<file path="src/hw/rtl/gcm_pkg.sv">
`timescale 1ns / 1ps
// ----------------------------------------------------------------------------
// gcm_pkg
// shared types and constants of the gradient color map
// ----------------------------------------------------------------------------
package gcm_pkg;

   localparam int MAX_STOPS_DEF = 8;

   localparam logic OP_WRITE = 1'b0;
   localparam logic OP_MAP   = 1'b1;

   localparam logic [2:0] REG_ADDR_MODE  = 3'd0;
   localparam logic [2:0] REG_ADDR_COUNT = 3'd4;

   localparam logic [16:0] ONE_Q16  = 17'd65536;
   localparam logic [18:0] HUE_TURN = 19'd393216;

   localparam int DIV_NUM_W = 33;
   localparam int DIV_DEN_W = 17;

   typedef struct packed {
      logic [16:0] pos;
      logic [7:0]  red;
      logic [7:0]  green;
      logic [7:0]  blue;
   } stop_type;

   typedef struct packed {
      logic       is_map;
      logic [2:0] idx;
      stop_type   stop;
   } item_type;

   typedef struct packed {
      logic     valid;
      item_type item;
   } queue_out_type;

endpackage

</file>
<file path="src/hw/rtl/gcm_front.sv">
`timescale 1ns / 1ps
// ----------------------------------------------------------------------------
// gcm_front
// accepts request words, drops out of range stop writes, two-entry queue
// ----------------------------------------------------------------------------
module gcm_front #(
   parameter int MAX_STOPS = gcm_pkg::MAX_STOPS_DEF
) (
   input  logic                  clock,
   input  logic                  reset,
   input  logic                  start,
   output logic                  busy,
   input  logic                  req_opcode,
   input  logic [2:0]            req_stop_index,
   input  logic [16:0]           req_position,
   input  logic [7:0]            req_red_in,
   input  logic [7:0]            req_green_in,
   input  logic [7:0]            req_blue_in,
   output gcm_pkg::queue_out_type q_out,
   input  logic                  q_pop
);

   gcm_pkg::item_type q_mem_ff [2];
   logic       wr_ptr_ff, wr_ptr_in;
   logic       rd_ptr_ff, rd_ptr_in;
   logic [1:0] cnt_ff, cnt_in;
   logic       keep;
   logic       push;
   logic       pop;
   gcm_pkg::item_type new_item;

   always_comb begin
      keep = (req_opcode == gcm_pkg::OP_MAP) ||
             ((32'(req_stop_index) < MAX_STOPS) && (req_position <= gcm_pkg::ONE_Q16));
      new_item.is_map     = (req_opcode == gcm_pkg::OP_MAP);
      new_item.idx        = req_stop_index;
      new_item.stop.pos   = req_position;
      new_item.stop.red   = req_red_in;
      new_item.stop.green = req_green_in;
      new_item.stop.blue  = req_blue_in;
      busy = (cnt_ff == 2'd2);
      push = start && !busy && keep;
      pop  = q_pop && (cnt_ff != 2'd0);
      wr_ptr_in = push ? !wr_ptr_ff : wr_ptr_ff;
      rd_ptr_in = pop ? !rd_ptr_ff : rd_ptr_ff;
      cnt_in = cnt_ff + 2'(push) - 2'(pop);
      q_out.valid = (cnt_ff != 2'd0);
      q_out.item  = q_mem_ff[rd_ptr_ff];
   end

   always_ff @(posedge clock) begin
      if (reset) begin
         wr_ptr_ff <= 1'b0;
         rd_ptr_ff <= 1'b0;
         cnt_ff    <= 2'd0;
      end else begin
         wr_ptr_ff <= wr_ptr_in;
         rd_ptr_ff <= rd_ptr_in;
         cnt_ff    <= cnt_in;
      end
   end

   always_ff @(posedge clock) begin
      if (push) begin
         q_mem_ff[wr_ptr_ff] <= new_item;
      end
   end

endmodule

</file>
<file path="src/hw/rtl/gcm_div.sv">
`timescale 1ns / 1ps
// ----------------------------------------------------------------------------
// gcm_div
// restoring divider, one quotient bit per cycle
// ----------------------------------------------------------------------------
module gcm_div (
   input  logic                           clock,
   input  logic                           reset,
   input  logic                           div_start,
   input  logic [gcm_pkg::DIV_NUM_W-1:0]  div_num,
   input  logic [gcm_pkg::DIV_DEN_W-1:0]  div_den,
   output logic                           div_done,
   output logic [gcm_pkg::DIV_NUM_W-1:0]  div_quo
);

   localparam int NW = gcm_pkg::DIV_NUM_W;
   localparam int DW = gcm_pkg::DIV_DEN_W;
   localparam int CW = $clog2(NW + 1);

   logic [CW-1:0] cnt_ff, cnt_in;
   logic          run_ff, run_in;
   logic          done_ff, done_in;
   logic [NW-1:0] quo_ff, quo_in;
   logic [DW-1:0] rem_ff, rem_in;
   logic [DW-1:0] den_ff, den_in;
   logic [DW:0]   rem_sh;
   logic          fits;

   always_comb begin
      rem_sh  = {rem_ff, quo_ff[NW-1]};
      fits    = (rem_sh >= {1'b0, den_ff});
      cnt_in  = cnt_ff;
      run_in  = run_ff;
      done_in = 1'b0;
      quo_in  = quo_ff;
      rem_in  = rem_ff;
      den_in  = den_ff;
      if (div_start) begin
         cnt_in = CW'(NW);
         run_in = 1'b1;
         quo_in = div_num;
         rem_in = '0;
         den_in = div_den;
      end else if (run_ff) begin
         quo_in = {quo_ff[NW-2:0], fits};
         rem_in = fits ? DW'(rem_sh - {1'b0, den_ff}) : rem_sh[DW-1:0];
         cnt_in = cnt_ff - CW'(1);
         if (cnt_ff == CW'(1)) begin
            run_in  = 1'b0;
            done_in = 1'b1;
         end
      end
   end

   always_ff @(posedge clock) begin
      if (reset) begin
         cnt_ff  <= '0;
         run_ff  <= 1'b0;
         done_ff <= 1'b0;
      end else begin
         cnt_ff  <= cnt_in;
         run_ff  <= run_in;
         done_ff <= done_in;
      end
   end

   always_ff @(posedge clock) begin
      quo_ff <= quo_in;
      rem_ff <= rem_in;
      den_ff <= den_in;
   end

   assign div_done = done_ff;
   assign div_quo  = quo_ff;

endmodule

</file>
<file path="src/hw/rtl/gcm_back.sv">
`timescale 1ns / 1ps
// ----------------------------------------------------------------------------
// gcm_back
// stop table, span search and rgb / hsl interpolation sequencer
// ----------------------------------------------------------------------------
module gcm_back #(
   parameter int MAX_STOPS = gcm_pkg::MAX_STOPS_DEF
) (
   input  logic                   clock,
   input  logic                   reset,
   input  gcm_pkg::queue_out_type q_out,
   output logic                   q_pop,
   input  logic                   interp_mode,
   input  logic [3:0]             stop_count,
   output logic                   rsp_valid,
   output logic [7:0]             rsp_red_out,
   output logic [7:0]             rsp_green_out,
   output logic [7:0]             rsp_blue_out
);

   localparam int AW = $clog2(MAX_STOPS);

   typedef enum logic [12:0] {
      S_IDLE   = 13'b0000000000001,
      S_RD0    = 13'b0000000000010,
      S_RDL    = 13'b0000000000100,
      S_SCAN   = 13'b0000000001000,
      S_DIVT   = 13'b0000000010000,
      S_MIXRGB = 13'b0000000100000,
      S_FGO    = 13'b0000001000000,
      S_FWAIT  = 13'b0000010000000,
      S_MIXH   = 13'b0000100000000,
      S_CQ     = 13'b0001000000000,
      S_XS     = 13'b0010000000000,
      S_HOUT   = 13'b0100000000000,
      S_EMIT   = 13'b1000000000000
   } state_type;

   state_type state_ff, state_in;

   gcm_pkg::stop_type mem [MAX_STOPS];
   gcm_pkg::stop_type rd_ff;
   logic [AW-1:0]     rd_addr;
   logic              mem_we;

   gcm_pkg::stop_type lo_ff, lo_in, hi_ff, hi_in;
   logic [16:0] v_ff, v_in;
   logic [3:0]  n_ff, n_in;
   logic [3:0]  k_ff, k_in;
   logic [16:0] t_ff, t_in;
   logic [1:0]  ch_ff, ch_in;
   logic        side_ff, side_in;
   logic [1:0]  step_ff, step_in;
   logic [7:0]  res_ff [3];
   logic [7:0]  res_in [3];
   logic [18:0] h_ff [2];
   logic [16:0] s_ff [2];
   logic [16:0] l_ff [2];
   logic [18:0] h_in [2];
   logic [16:0] s_in [2];
   logic [16:0] l_in [2];
   logic [18:0] mh_ff, mh_in;
   logic [16:0] ms_ff, ms_in;
   logic [16:0] ml_ff, ml_in;
   logic [16:0] cq_ff, cq_in;
   logic [16:0] x_ff, x_in;

   logic [3:0]  n_new;
   logic        div_start;
   logic [gcm_pkg::DIV_NUM_W-1:0] div_num;
   logic [gcm_pkg::DIV_DEN_W-1:0] div_den;
   logic        div_done;
   logic [gcm_pkg::DIV_NUM_W-1:0] div_quo;

   logic [18:0] mix_a, mix_b, mix_r;
   logic signed [19:0] mix_d;
   logic signed [37:0] mix_p;
   logic signed [39:0] mix_acc;

   gcm_pkg::stop_type fcol;
   logic [7:0]  f_mx, f_mn, f_chroma, f_a, f_b, f_diff;
   logic [8:0]  f_sum, f_den;
   logic [2:0]  f_base;
   logic        f_neg;
   logic [16:0] f_q;
   logic [18:0] f_hue;
   logic [15:0] f_m;
   logic [16:0] f_lum;
   logic [16:0] vd;
   logic [16:0] span;

   logic [17:0] w;
   logic [34:0] cq_prod;
   logic [33:0] x_prod;
   logic [2:0]  sector;
   logic [16:0] fr, f_sel;
   logic [16:0] part [3];

   function automatic logic [7:0] chan(input logic [16:0] p, input logic [16:0] l,
                                       input logic [16:0] cq);
      logic [18:0] v;
      logic [26:0] prod;
      logic [9:0]  o;
      v    = 19'({p, 1'b0}) + 19'({l, 1'b0}) - 19'(cq);
      prod = 27'({v, 8'h00}) - 27'(v) + 27'd65536;
      o    = prod[26:17];
      return (o > 10'd255) ? 8'd255 : o[7:0];
   endfunction

   gcm_div u_div (
      .clock     (clock),
      .reset     (reset),
      .div_start (div_start),
      .div_num   (div_num),
      .div_den   (div_den),
      .div_done  (div_done),
      .div_quo   (div_quo)
   );

   always_comb begin
      mix_d   = $signed({1'b0, mix_b}) - $signed({1'b0, mix_a});
      mix_p   = mix_d * $signed({1'b0, t_ff});
      mix_acc = $signed({5'b0, mix_a, 16'h0000}) + {{2{mix_p[37]}}, mix_p} + 40'sd32768;
      mix_r   = mix_acc[34:16];
   end

   always_comb begin
      fcol     = side_ff ? hi_ff : lo_ff;
      f_mx     = fcol.red;
      f_mn     = fcol.red;
      if (fcol.green > f_mx) f_mx = fcol.green;
      if (fcol.blue > f_mx) f_mx = fcol.blue;
      if (fcol.green < f_mn) f_mn = fcol.green;
      if (fcol.blue < f_mn) f_mn = fcol.blue;
      f_chroma = f_mx - f_mn;
      f_sum    = {1'b0, f_mx} + {1'b0, f_mn};
      f_den    = (f_sum <= 9'd255) ? f_sum : 9'd510 - f_sum;
      // lightness: 128*sum + (128*sum + 127) / 255
      f_m      = {f_sum, 7'd0} + 16'd127;
      f_lum    = 17'({f_sum, 7'd0}) + 17'((17'(f_m) + 17'd1 + 17'(f_m[15:8])) >> 8);
      if (f_mx == fcol.red) begin
         f_base = 3'd0; f_a = fcol.green; f_b = fcol.blue;
      end else if (f_mx == fcol.green) begin
         f_base = 3'd2; f_a = fcol.blue; f_b = fcol.red;
      end else begin
         f_base = 3'd4; f_a = fcol.red; f_b = fcol.green;
      end
      f_neg  = (f_a < f_b);
      f_diff = f_neg ? f_b - f_a : f_a - f_b;
      f_q    = div_quo[16:0];
      if (!f_neg) begin
         f_hue = {f_base, 16'h0000} + 19'(f_q);
      end else if (f_base == 3'd0) begin
         f_hue = gcm_pkg::HUE_TURN - 19'(f_q);
      end else begin
         f_hue = {f_base, 16'h0000} - 19'(f_q);
      end
      vd   = v_ff - lo_ff.pos;
      span = rd_ff.pos - lo_ff.pos;
   end

   always_comb begin
      w       = ({ml_ff, 1'b0} <= 18'(gcm_pkg::ONE_Q16)) ? {ml_ff, 1'b0}
                                                         : 18'd131072 - {ml_ff, 1'b0};
      cq_prod = 35'(w * ms_ff) + 35'd32768;
      fr      = {1'b0, mh_ff[15:0]};
      case (mh_ff[18:16])
         3'd6:    sector = 3'd0;
         3'd7:    sector = 3'd1;
         default: sector = mh_ff[18:16];
      endcase
      f_sel  = sector[0] ? gcm_pkg::ONE_Q16 - fr : fr;
      x_prod = 34'(cq_ff * f_sel) + 34'd32768;
      case (sector)
         3'd0:    begin part[0] = cq_ff; part[1] = x_ff;  part[2] = '0;    end
         3'd1:    begin part[0] = x_ff;  part[1] = cq_ff; part[2] = '0;    end
         3'd2:    begin part[0] = '0;    part[1] = cq_ff; part[2] = x_ff;  end
         3'd3:    begin part[0] = '0;    part[1] = x_ff;  part[2] = cq_ff; end
         3'd4:    begin part[0] = x_ff;  part[1] = '0;    part[2] = cq_ff; end
         default: begin part[0] = cq_ff; part[1] = '0;    part[2] = x_ff;  end
      endcase
   end

   always_comb begin
      n_new = (32'(stop_count) > MAX_STOPS) ? 4'(MAX_STOPS) : stop_count;
      state_in = state_ff;
      lo_in = lo_ff; hi_in = hi_ff; v_in = v_ff; n_in = n_ff; k_in = k_ff;
      t_in = t_ff; ch_in = ch_ff; side_in = side_ff; step_in = step_ff;
      res_in = res_ff; h_in = h_ff; s_in = s_ff; l_in = l_ff;
      mh_in = mh_ff; ms_in = ms_ff; ml_in = ml_ff; cq_in = cq_ff; x_in = x_ff;
      q_pop = 1'b0;
      mem_we = 1'b0;
      rd_addr = '0;
      div_start = 1'b0;
      div_num = 33'({vd, 16'h0000});
      div_den = span;
      mix_a = '0;
      mix_b = '0;
      case (ch_ff)
         2'd0:    begin mix_a = 19'(lo_ff.red);   mix_b = 19'(hi_ff.red);   end
         2'd1:    begin mix_a = 19'(lo_ff.green); mix_b = 19'(hi_ff.green); end
         default: begin mix_a = 19'(lo_ff.blue);  mix_b = 19'(hi_ff.blue);  end
      endcase
      if (state_ff == S_MIXH) begin
         case (ch_ff)
            2'd0:    begin mix_a = h_ff[0];        mix_b = h_ff[1];        end
            2'd1:    begin mix_a = 19'(s_ff[0]);   mix_b = 19'(s_ff[1]);   end
            default: begin mix_a = 19'(l_ff[0]);   mix_b = 19'(l_ff[1]);   end
         endcase
      end
      if (state_ff == S_FGO) begin
         case (step_ff)
            2'd1: begin
               div_num = 33'({f_chroma, 16'h0000}) + 33'(f_den >> 1);
               div_den = 17'(f_den);
            end
            default: begin
               div_num = 33'({f_diff, 16'h0000}) + 33'(f_chroma >> 1);
               div_den = 17'(f_chroma);
            end
         endcase
      end

      case (state_ff)
         S_IDLE: begin
            if (q_out.valid) begin
               q_pop = 1'b1;
               if (!q_out.item.is_map) begin
                  mem_we = 1'b1;
               end else begin
                  v_in = q_out.item.stop.pos;
                  n_in = n_new;
                  if (n_new == 4'd0) begin
                     for (int i = 0; i < 3; i++) res_in[i] = 8'd0;
                     state_in = S_EMIT;
                  end else begin
                     state_in = S_RD0;
                  end
               end
            end
         end
         S_RD0: begin
            lo_in = rd_ff;
            if ((n_ff == 4'd1) || (v_ff < rd_ff.pos)) begin
               res_in[0] = rd_ff.red; res_in[1] = rd_ff.green; res_in[2] = rd_ff.blue;
               state_in = S_EMIT;
            end else begin
               rd_addr = AW'(n_ff - 4'd1);
               state_in = S_RDL;
            end
         end
         S_RDL: begin
            if (v_ff > rd_ff.pos) begin
               res_in[0] = rd_ff.red; res_in[1] = rd_ff.green; res_in[2] = rd_ff.blue;
               state_in = S_EMIT;
            end else begin
               k_in = 4'd1;
               rd_addr = AW'(4'd1);
               state_in = S_SCAN;
            end
         end
         S_SCAN: begin
            if ((k_ff < n_ff - 4'd1) && (v_ff > rd_ff.pos)) begin
               lo_in = rd_ff;
               k_in = k_ff + 4'd1;
               rd_addr = AW'(k_ff + 4'd1);
            end else begin
               hi_in = rd_ff;
               if (rd_ff.pos <= lo_ff.pos) begin
                  res_in[0] = rd_ff.red; res_in[1] = rd_ff.green; res_in[2] = rd_ff.blue;
                  state_in = S_EMIT;
               end else begin
                  div_start = 1'b1;
                  state_in = S_DIVT;
               end
            end
         end
         S_DIVT: begin
            if (div_done) begin
               t_in = (div_quo > 33'(gcm_pkg::ONE_Q16)) ? gcm_pkg::ONE_Q16 : div_quo[16:0];
               ch_in = 2'd0;
               side_in = 1'b0;
               step_in = 2'd0;
               state_in = interp_mode ? S_FGO : S_MIXRGB;
            end
         end
         S_MIXRGB: begin
            res_in[ch_ff] = mix_r[7:0];
            ch_in = ch_ff + 2'd1;
            if (ch_ff == 2'd2) state_in = S_EMIT;
         end
         S_FGO: begin
            if (step_ff == 2'd0) begin
               l_in[side_ff] = f_lum;
               if (f_chroma == 8'd0) begin
                  h_in[side_ff] = '0;
                  s_in[side_ff] = '0;
                  side_in = 1'b1;
                  if (side_ff) begin
                     ch_in = 2'd0;
                     state_in = S_MIXH;
                  end
               end else begin
                  step_in = 2'd1;
               end
            end else begin
               div_start = 1'b1;
               state_in = S_FWAIT;
            end
         end
         S_FWAIT: begin
            if (div_done) begin
               state_in = S_FGO;
               if (step_ff == 2'd1) begin
                  s_in[side_ff] = div_quo[16:0];
                  step_in = 2'd2;
               end else begin
                  h_in[side_ff] = f_hue;
                  step_in = 2'd0;
                  side_in = 1'b1;
                  if (side_ff) begin
                     ch_in = 2'd0;
                     state_in = S_MIXH;
                  end
               end
            end
         end
         S_MIXH: begin
            case (ch_ff)
               2'd0:    mh_in = mix_r;
               2'd1:    ms_in = mix_r[16:0];
               default: ml_in = mix_r[16:0];
            endcase
            ch_in = ch_ff + 2'd1;
            if (ch_ff == 2'd2) state_in = S_CQ;
         end
         S_CQ: begin
            cq_in = cq_prod[32:16];
            state_in = S_XS;
         end
         S_XS: begin
            x_in = x_prod[32:16];
            state_in = S_HOUT;
         end
         S_HOUT: begin
            for (int i = 0; i < 3; i++) res_in[i] = chan(part[i], ml_ff, cq_ff);
            state_in = S_EMIT;
         end
         S_EMIT: begin
            state_in = S_IDLE;
         end
         default: state_in = S_IDLE;
      endcase
   end

   always_ff @(posedge clock) begin
      if (reset) begin
         state_ff <= S_IDLE;
      end else begin
         state_ff <= state_in;
      end
   end

   always_ff @(posedge clock) begin
      if (mem_we) begin
         mem[AW'(q_out.item.idx)] <= q_out.item.stop;
      end
      rd_ff <= mem[rd_addr];
   end

   always_ff @(posedge clock) begin
      lo_ff <= lo_in; hi_ff <= hi_in; v_ff <= v_in; n_ff <= n_in; k_ff <= k_in;
      t_ff <= t_in; ch_ff <= ch_in; side_ff <= side_in; step_ff <= step_in;
      res_ff <= res_in; h_ff <= h_in; s_ff <= s_in; l_ff <= l_in;
      mh_ff <= mh_in; ms_ff <= ms_in; ml_ff <= ml_in; cq_ff <= cq_in; x_ff <= x_in;
   end

   assign rsp_valid     = (state_ff == S_EMIT);
   assign rsp_red_out   = res_ff[0];
   assign rsp_green_out = res_ff[1];
   assign rsp_blue_out  = res_ff[2];

endmodule

</file>
<file path="src/hw/rtl/gradient_color_map.sv">
`timescale 1ns / 1ps
// ----------------------------------------------------------------------------
// gradient_color_map
// maps a q1.16 scalar to an rgb color through a table of color stops
// ----------------------------------------------------------------------------
// a request word is taken when start is high and busy is low. opcode write
// stores one stop and gives no result; opcode map gives one result word on
// rsp_* for a single cycle marked by rsp_valid. the receiver cannot stall.
// words wait in a two-entry queue; busy is high while it is full.
// a stop write is taken by the back end when idle. a map with no stops
// gives black; with one stop or below the first stop it gives the first
// stop's color, above the last stop the last one's; else a span search
// finds the two stops around it, the shared bit-serial divider gives the
// fraction and rgb or hsl mixing follows. hsl needs two divisions per
// colored stop and none per gray stop.
// interp_mode sits at byte 0 and stop_count at byte 4 of the apb port; both
// reset to 0. after reset the queue is empty and the stop table is unset.
// ----------------------------------------------------------------------------
module gradient_color_map #(
   parameter int MAX_STOPS = gcm_pkg::MAX_STOPS_DEF
) (
   input  logic        clock,
   input  logic        reset,
   input  logic        start,
   output logic        busy,
   input  logic        req_opcode,
   input  logic [2:0]  req_stop_index,
   input  logic [16:0] req_position,
   input  logic [7:0]  req_red_in,
   input  logic [7:0]  req_green_in,
   input  logic [7:0]  req_blue_in,
   output logic        rsp_valid,
   output logic [7:0]  rsp_red_out,
   output logic [7:0]  rsp_green_out,
   output logic [7:0]  rsp_blue_out,
   input  logic        psel,
   input  logic        penable,
   input  logic        pwrite,
   input  logic [2:0]  paddr,
   input  logic [31:0] pwdata,
   output logic [31:0] prdata,
   output logic        pready
);

   logic       mode_ff, mode_in;
   logic [3:0] count_ff, count_in;
   logic       wr_en;
   gcm_pkg::queue_out_type q_out;
   logic       q_pop;

   always_comb begin
      pready   = 1'b1;
      wr_en    = psel && penable && pwrite;
      mode_in  = mode_ff;
      count_in = count_ff;
      if (wr_en && (paddr == gcm_pkg::REG_ADDR_MODE)) mode_in = pwdata[0];
      if (wr_en && (paddr == gcm_pkg::REG_ADDR_COUNT)) count_in = pwdata[3:0];
      case (paddr)
         gcm_pkg::REG_ADDR_MODE:  prdata = {31'd0, mode_ff};
         gcm_pkg::REG_ADDR_COUNT: prdata = {28'd0, count_ff};
         default:                 prdata = 32'd0;
      endcase
   end

   always_ff @(posedge clock) begin
      if (reset) begin
         mode_ff  <= 1'b0;
         count_ff <= 4'd0;
      end else begin
         mode_ff  <= mode_in;
         count_ff <= count_in;
      end
   end

   gcm_front #(.MAX_STOPS(MAX_STOPS)) u_front (
      .clock          (clock),
      .reset          (reset),
      .start          (start),
      .busy           (busy),
      .req_opcode     (req_opcode),
      .req_stop_index (req_stop_index),
      .req_position   (req_position),
      .req_red_in     (req_red_in),
      .req_green_in   (req_green_in),
      .req_blue_in    (req_blue_in),
      .q_out          (q_out),
      .q_pop          (q_pop)
   );

   gcm_back #(.MAX_STOPS(MAX_STOPS)) u_back (
      .clock         (clock),
      .reset         (reset),
      .q_out         (q_out),
      .q_pop         (q_pop),
      .interp_mode   (mode_ff),
      .stop_count    (count_ff),
      .rsp_valid     (rsp_valid),
      .rsp_red_out   (rsp_red_out),
      .rsp_green_out (rsp_green_out),
      .rsp_blue_out  (rsp_blue_out)
   );

endmodule
</file>
<file path="config.mk">
export PLATFORM = sky130hd
export DESIGN_NAME = gradient_color_map
export DESIGN_NICKNAME = d
export VERILOG_FILES = /design/src/hw/rtl/gcm_pkg.sv /design/src/hw/rtl/gcm_front.sv /design/src/hw/rtl/gcm_div.sv /design/src/hw/rtl/gcm_back.sv /design/src/hw/rtl/gradient_color_map.sv
export SDC_FILE = /design/constraint.sdc
export NUM_CORES = 2
export LEC_CHECK = 0
export BUFFER_PORTS_ARGS = -buffer_cell sky130_fd_sc_hd__buf_2
export CAP_MARGIN = 20
export CORE_MARGIN = 4
export CORE_UTILIZATION = 45
export CTS_BUF_LIST = sky130_fd_sc_hd__clkbuf_2
export DETAILED_ROUTE_END_ITERATION = 10
export PLACE_DENSITY = 0.7
export SLEW_MARGIN = 20
export SYNTH_ARGS = -nofsm -noshare
export SYNTH_HDL_FRONTEND = slang
export SYNTH_SLANG_ARGS = --single-unit
</file>
<file path="constraint.sdc">
create_clock -name clock -period 31.2 [get_ports clock]
set_clock_uncertainty 0.05 [all_clocks]
set_input_delay 1.56 -clock clock [delete_from_list [all_inputs] [get_ports clock]]
set_output_delay 1.56 -clock clock [all_outputs]
set_load 0.02 [all_outputs]
</file>
Word level (Yosys, flattened, before mapping) --
Memory sizes are Yosys's and may differ from the RTL's. A register that Yosys moved wholly into a read port is not among the register bits. Index checks and enable logic that the tools add are counted.
Word-level totals: memories kept 2, bits of input ports 86, bits in writable memories 418, logic and storage cells 348, register bits 426, output and inout port bits 59
Memory list:
- u_back.mem | words 8, bits a word 41, read ports 1, clocked after memory_dff 1, wr ports 1, RTL line gcm_back.sv:41 | gcm_pkg::stop_type mem [MAX_STOPS];
- u_front.q_mem_ff | words 2, bits a word 45, read ports 1, clocked after memory_dff 1, wr ports 1, RTL line gcm_front.sv:23 | gcm_pkg::item_type q_mem_ff [2];
Operators by class: equal/unequal tests 48, reduce and logical (&&, ||, !) cells 50, multiply operators 3, add/sub/neg operators 42, magnitude comparators 22, bitwise logic cells 9, muxes and demuxes 131
Operator list (count):
- $pmux 51 s5 | 1
- $mux 13 | 15
- $mux 24 | 8
- $pmux 13 s12 | 1
- $mux 38 | 4
- $pmux 24 s6 | 1
- $mux 34 | 4
- $mux 33 | 4
- $mux 8 | 13
- $mux 19 | 5
- $pmux 41 s2 | 1
- $add 27x17->27 const B | 3
- $sub 27x19->27 | 3
- $pmux 19 s2 | 2
- $pmux 38 s2 | 1
- $sub 19x17->19 | 4
- $bwmux 34 | 2
- $mux 17 | 4
- $pmux 34 s2 | 1
- $add 33x16->33 const B | 2
- $add 18x18->19 | 3
- $sub 17x17->17 | 3
- $mux 41 | 1
- $and 38x38->38 | 1
- 113 further kinds | 218

Logic depth before layout (Yosys ltp) --
word-level depth 15, mapped depth 45, depth with buffers taken out 41

Cells and area by module --
Synthesis repeated with hierarchy kept, for this count alone.
Second synthesis, totals: cell total of the unflattened synthesis 7610, area, all modules 80354.6 µm²
By module, submodules not included:
- gcm_back | area each 72274.3 µm², cells each 7020, instances 1
- gcm_div | area each 4035.1 µm², cells each 357, instances 1
- gcm_front | area each 3529.6 µm², cells each 173, instances 1
- gradient_color_map | area each 515.5 µm², cells each 60, instances 1

Worst setup path after synthesis --
No wires, ideal clock.
kind flip-flop to flip-flop, start reg u_back.state_ff[4], end reg u_back.mh_ff[18], data pin, arrival time 10.328 ns, required time 30.890 ns, setup slack 20.562 ns, library setup time 0.260 ns, clock period less this slack 10.638 ns, path buffers 5, stages on the path, launching flop included 44, path through dfxtp_1 buf_2 nor4_2 nand3_1 or3_1 or3b_2 buf_2 buf_1 buf_1 mux2i_1 o221ai_1 ha_1 inv_1 fa_1 a211o_1 o211ai_1 a21oi_1 o221ai_1 [8 not listed] inv_1 fa_1 inv_1 fa_1 inv_1 fa_1 fa_1 inv_1 ha_1 a21o_1 a21oi_1 nand2_1 o211ai_1 a311oi_1 a2111oi_0 o21bai_1 a21oi_1 xnor2_1
Between the ends: word-level cells in the longest chain between the ends 6
RTL lines:
- from (decl) | RTL line gcm_back.sv:39 | state_type state_ff, state_in;
- from (signal assigned) | RTL line gcm_back.sv:360 | state_ff <= state_in;
- $eq 13x9->1 (*) | RTL line gcm_back.sv:204 | if (state_ff == S_MIXH) begin
- $mux 19 | RTL line gcm_back.sv:204
- $sub 19x19->20 | RTL line gcm_back.sv:121 | mix_d = $signed({1'b0, mix_b}) - $signed({1'b0, mix_a});
- $mul 20x18->35 | RTL line gcm_back.sv:122 | mix_p = mix_d * $signed({1'b0, t_ff});
- $add 35x35->35 (*) | RTL line gcm_back.sv:123 | mix_acc = $signed({5'b0, mix_a, 16'h0000}) + {{2{mix_p[37]}}, mix_p} + 40'sd32768;
- $add 35x16->35 (*) | RTL line gcm_back.sv:123
- via u_back.mix_acc[34] | RTL line gcm_back.sv:78 | logic signed [39:0] mix_acc;
- to (signal assigned) | RTL line gcm_back.sv:375 | mh_ff <= mh_in; ms_ff <= ms_in; ml_ff <= ml_in; cq_ff <= cq_in; x_ff <= x_in;
- to (decl) | RTL line gcm_back.sv:62 | logic [18:0] mh_ff, mh_in;
The timed path passes the listed nets; every way through them passes the cells marked *. A chain may end at the register's enable or synchronous reset.

Final worst setup path --
start reg u_back.state_ff[2], end reg u_back.mh_ff[14], data pin
Same word-level chain as after synthesis.

==> impl_metrics.tcl <==
set metrics [dict create \
    synth_top_family_by_area "adder cells" \
    layout-drive-gt1-share_pct 9.16 \
    crit_top_cell "fa_1" \
    synthToLayoutAreaGrowth_pct 7.64 \
    place_ws_ns 18.69 \
    fp-row-count 154 \
    die_w_microns 428 \
    start_util_pct 45.2 \
    min_path_type "in2reg" \
    synthTopCellsByCount "nand2_1 (1240), inv_1 (1112), fa_1 (844), edfxtp_1 (797), ha_1 (611)" \
    die_height_microns 428 \
    synthArstFlopShare_pct 0 \
    layout_min_cycle_time_ns 12.80 \
    grt-ovfl-total 0 \
    finalMaxSlewViolations 0 \
    p_leak_nw 37.9 \
    syn_inst 7930 \
    synth_xor_area_share_pct 3.20 \
    synth.most_common_cell "nand2_1" \
    clk_latency_ns 1.70 \
    routabilityCongestion 0.928 \
    place_hpwl_microns 157000 \
    yosysUniqueCellTypes 104 \
    max_cap_violations 0 \
    final_nets 9640 \
    htree_levels 4 \
    yosys-top-cells-area "edfxtp_1 (30%), fa_1 (21%), ha_1 (9.6%)" \
    met2WireLength_microns 102000 \
    clk_pin_slew_ns 0.12 \
    slowest_delay_ns 0.84 \
    grt_pass1_wl_microns 334000 \
    synth_area_sq_um 79500 \
    finalSetupTns_ns 0 \
    cts_tree "yes" \
    drc_errors 0 \
    io_buffers 87 \
    synth_edf_count 797 \
    outcome "complete, no violations" \
    finalHoldViolations 0 \
    ir_worst_vdd_uv 50.9 \
    worst-setup-path-type "reg2reg" \
    via_count 58300 \
    yosysTopAreaCellShare_pct 30.1 \
    cts_buffers 226 \
    antenna_found_initial 3 \
    synthMuxAreaShare_pct 2.51 \
    end_kind "register" \
    start_kind "register" \
    cts_sinks 886 \
    clockBufferDepth 3 \
    yosys_register_bits 886 \
    drt-initial-drc-count 4716 \
    utilization_pct 48.6 \
    ys_warn_count 0 \
    synth-adder-area-share_pct 30.9 \
    ant_nets 0 \
    required_ns 32.32 \
    pwr_density_cell_nw_per_um2 30.2 \
    fmax_ghz 0.0781 \
    seq_area_frac_synth_pct 32.3 \
    rsz0062_at_grt "no" \
    wl_met3_microns 14700 \
    wirelength_met1_microns 84900 \
    hold_slack_ns 0.358 \
    finalSetupViolations 0 \
    synth_top_area_cell "edfxtp_1" \
    vias_per_cell 5.47 \
    synthSimpleGateAreaFrac_pct 14.8 \
    maxUsedRoutingLayer "met5" \
    relSlewSlack_pct 23.3 \
    wl_microns 212000 \
    period_share_pct 41.0 \
    grt_use_total_pct 23.0 \
    synth_flop_cell "edfxtp_1" \
    ff2ff_path_depth 36 \
    hold_path.startpoint "start" \
    core_region_area_sq_um 176000 \
    total_power_mw 2.59 \
    grt_pass1_vias 60200 \
    cts_root_buffer "clkbuf_2" \
    r2r-start "u_back.state_ff[2]" \
    cts_setup_buffers 0 \
    rrSetupSlack_ns 18.40 \
    holdPathEnd "u_front.wr_ptr_ff" \
    synth_compound_area_share_pct 9.07 \
    crit_path_max_fanout 30 \
    critical_path_arrival_ns 13.92 \
    io_pins 145 \
    avgSynthCellArea_sq_um 10.0 \
    grt_max_degree 165 \
    wl_per_cell_microns 20.0 \
    hold_path_depth 5 \
    setup_slack_ns 18.40 \
    dr.pass1.iters 7 \
    worstMarginPinSlew_ns 1.12 \
    cp_slowest_cell "xnor2_1" \
    die-area_sq_um 183000 \
    r2r-end "u_back.mh_ff[14]" \
]
[final cells by class]
class / count / area [sq um]
antenna: 10 / 25.0
clock buffer: 335 / 1680
clock inverter: 93 / 596
fill: 15900 / 90300
inverter: 1117 / 4190
multi-input combinational: 5598 / 48500
sequential: 886 / 25700
tap: 2340 / 2930
timing repair buffer: 270 / 1940
[stage by stage]
step / std cells / area [sq um]
floorplan: 7957 / 79600
global placement: 10200 / 82800
detailed placement: 10200 / 82800
CTS: 10600 / 85500
global route: 10600 / 85600
finish: 10600 / 85600
[state kept, by name (all words and copies together) (netlist names), 19 cells and up, named ones only]
signal / flops
u_back.h_ff: 38
u_back.hi_ff: 24
u_back.l_ff: 34
u_back.lo_ff: 41
u_back.mem: 328
u_back.mh_ff: 19
u_back.rd_ff: 41
u_back.s_ff: 34
u_back.u_div.div_quo: 33
u_front.q_mem_ff: 90
[worst max-delay path by stage]
| stage | startpoint | end | slack, ns | depth (start not counted) |
|---|---|---|---|---|
| 6_report | u_back.state_ff[2] | u_back.mh_ff[14] | 18.40 | 36 |
| 5_1_grt | u_back.state_ff[2] | u_back.mh_ff[14] | 17.87 | 36 |
| 4_1_cts | u_back.state_ff[4] | u_back.mh_ff[14] | 18.52 | 36 |
| 3_5_place_dp | u_back.state_ff[4] | u_back.ms_ff[14] | 18.69 | 36 |
| 3_3_place_gp | u_back.state_ff[4] | u_back.ms_ff[15] | 18.86 | 36 |
| 2_1_floorplan | u_back.state_ff[4] | u_back.mh_ff[18] | 20.56 | 43 |
[cells in the final DEF (no fill, tap or decap), types with 88 or more instances in the layout]
cell type | synthesis | layout
a21oi_1 | 205 | 205
and2_1 | 351 | 350
buf_4 | 32 | 133
clkbuf_2 | 1 | 335
dfxtp_1 | 89 | 88
edfxtp_1 | 797 | 797
fa_1 | 844 | 844
ha_1 | 611 | 611
inv_1 | 1112 | 1112
mux2i_1 | 103 | 103
nand2_1 | 1240 | 1239
nand3_1 | 201 | 201
nor2_1 | 358 | 349
o21ai_0 | 167 | 166
o21ai_1 | 106 | 107
xnor2_1 | 207 | 197
[worst max-delay path, delay by kind of cell, from the launching register on]
family                   cells  cell delay, ns
adder cells (fa/ha/maj)      8            3.94
XOR/XNOR                     1            0.84
buffers and inverters        5            0.76
AND/OR/NAND/NOR              9            2.60
flip-flops                   1            0.40
AO/OA/AOI/OAI               12            3.53
multiplexers                 1            0.17
[cells by family after synthesis]
logic type | Yosys count
AOI/OAI and AO/OA | 1085
xor gates and xnor gates | 289
adders and majority gates | 1455
buffers and inverters | 1473
DFF | 886
muxes | 187
other | 2
and+or+nand+nor | 2553
[report_power, final]
part / switching [mW] / internal, mW
Sequential: 0.0378 / 1.39
Combinational: 0.205 / 0.108
Clock: 0.512 / 0.337
Total: 0.755 / 1.83
[per-layer routing]
metal,vias to the layer above,GRT usage (%)
met4,2,10.5
met3,457,3.95
met1,28800,28.9
met5,-,0
met2,2234,38.7
li1,26800,-
[repair_timing]
item,4_1_cts,5_1_grt
hold buffers,49,0
endpoints found under the hold margin,95,0
resized for setup,0,0
Power figures use the tool's default switching activity.
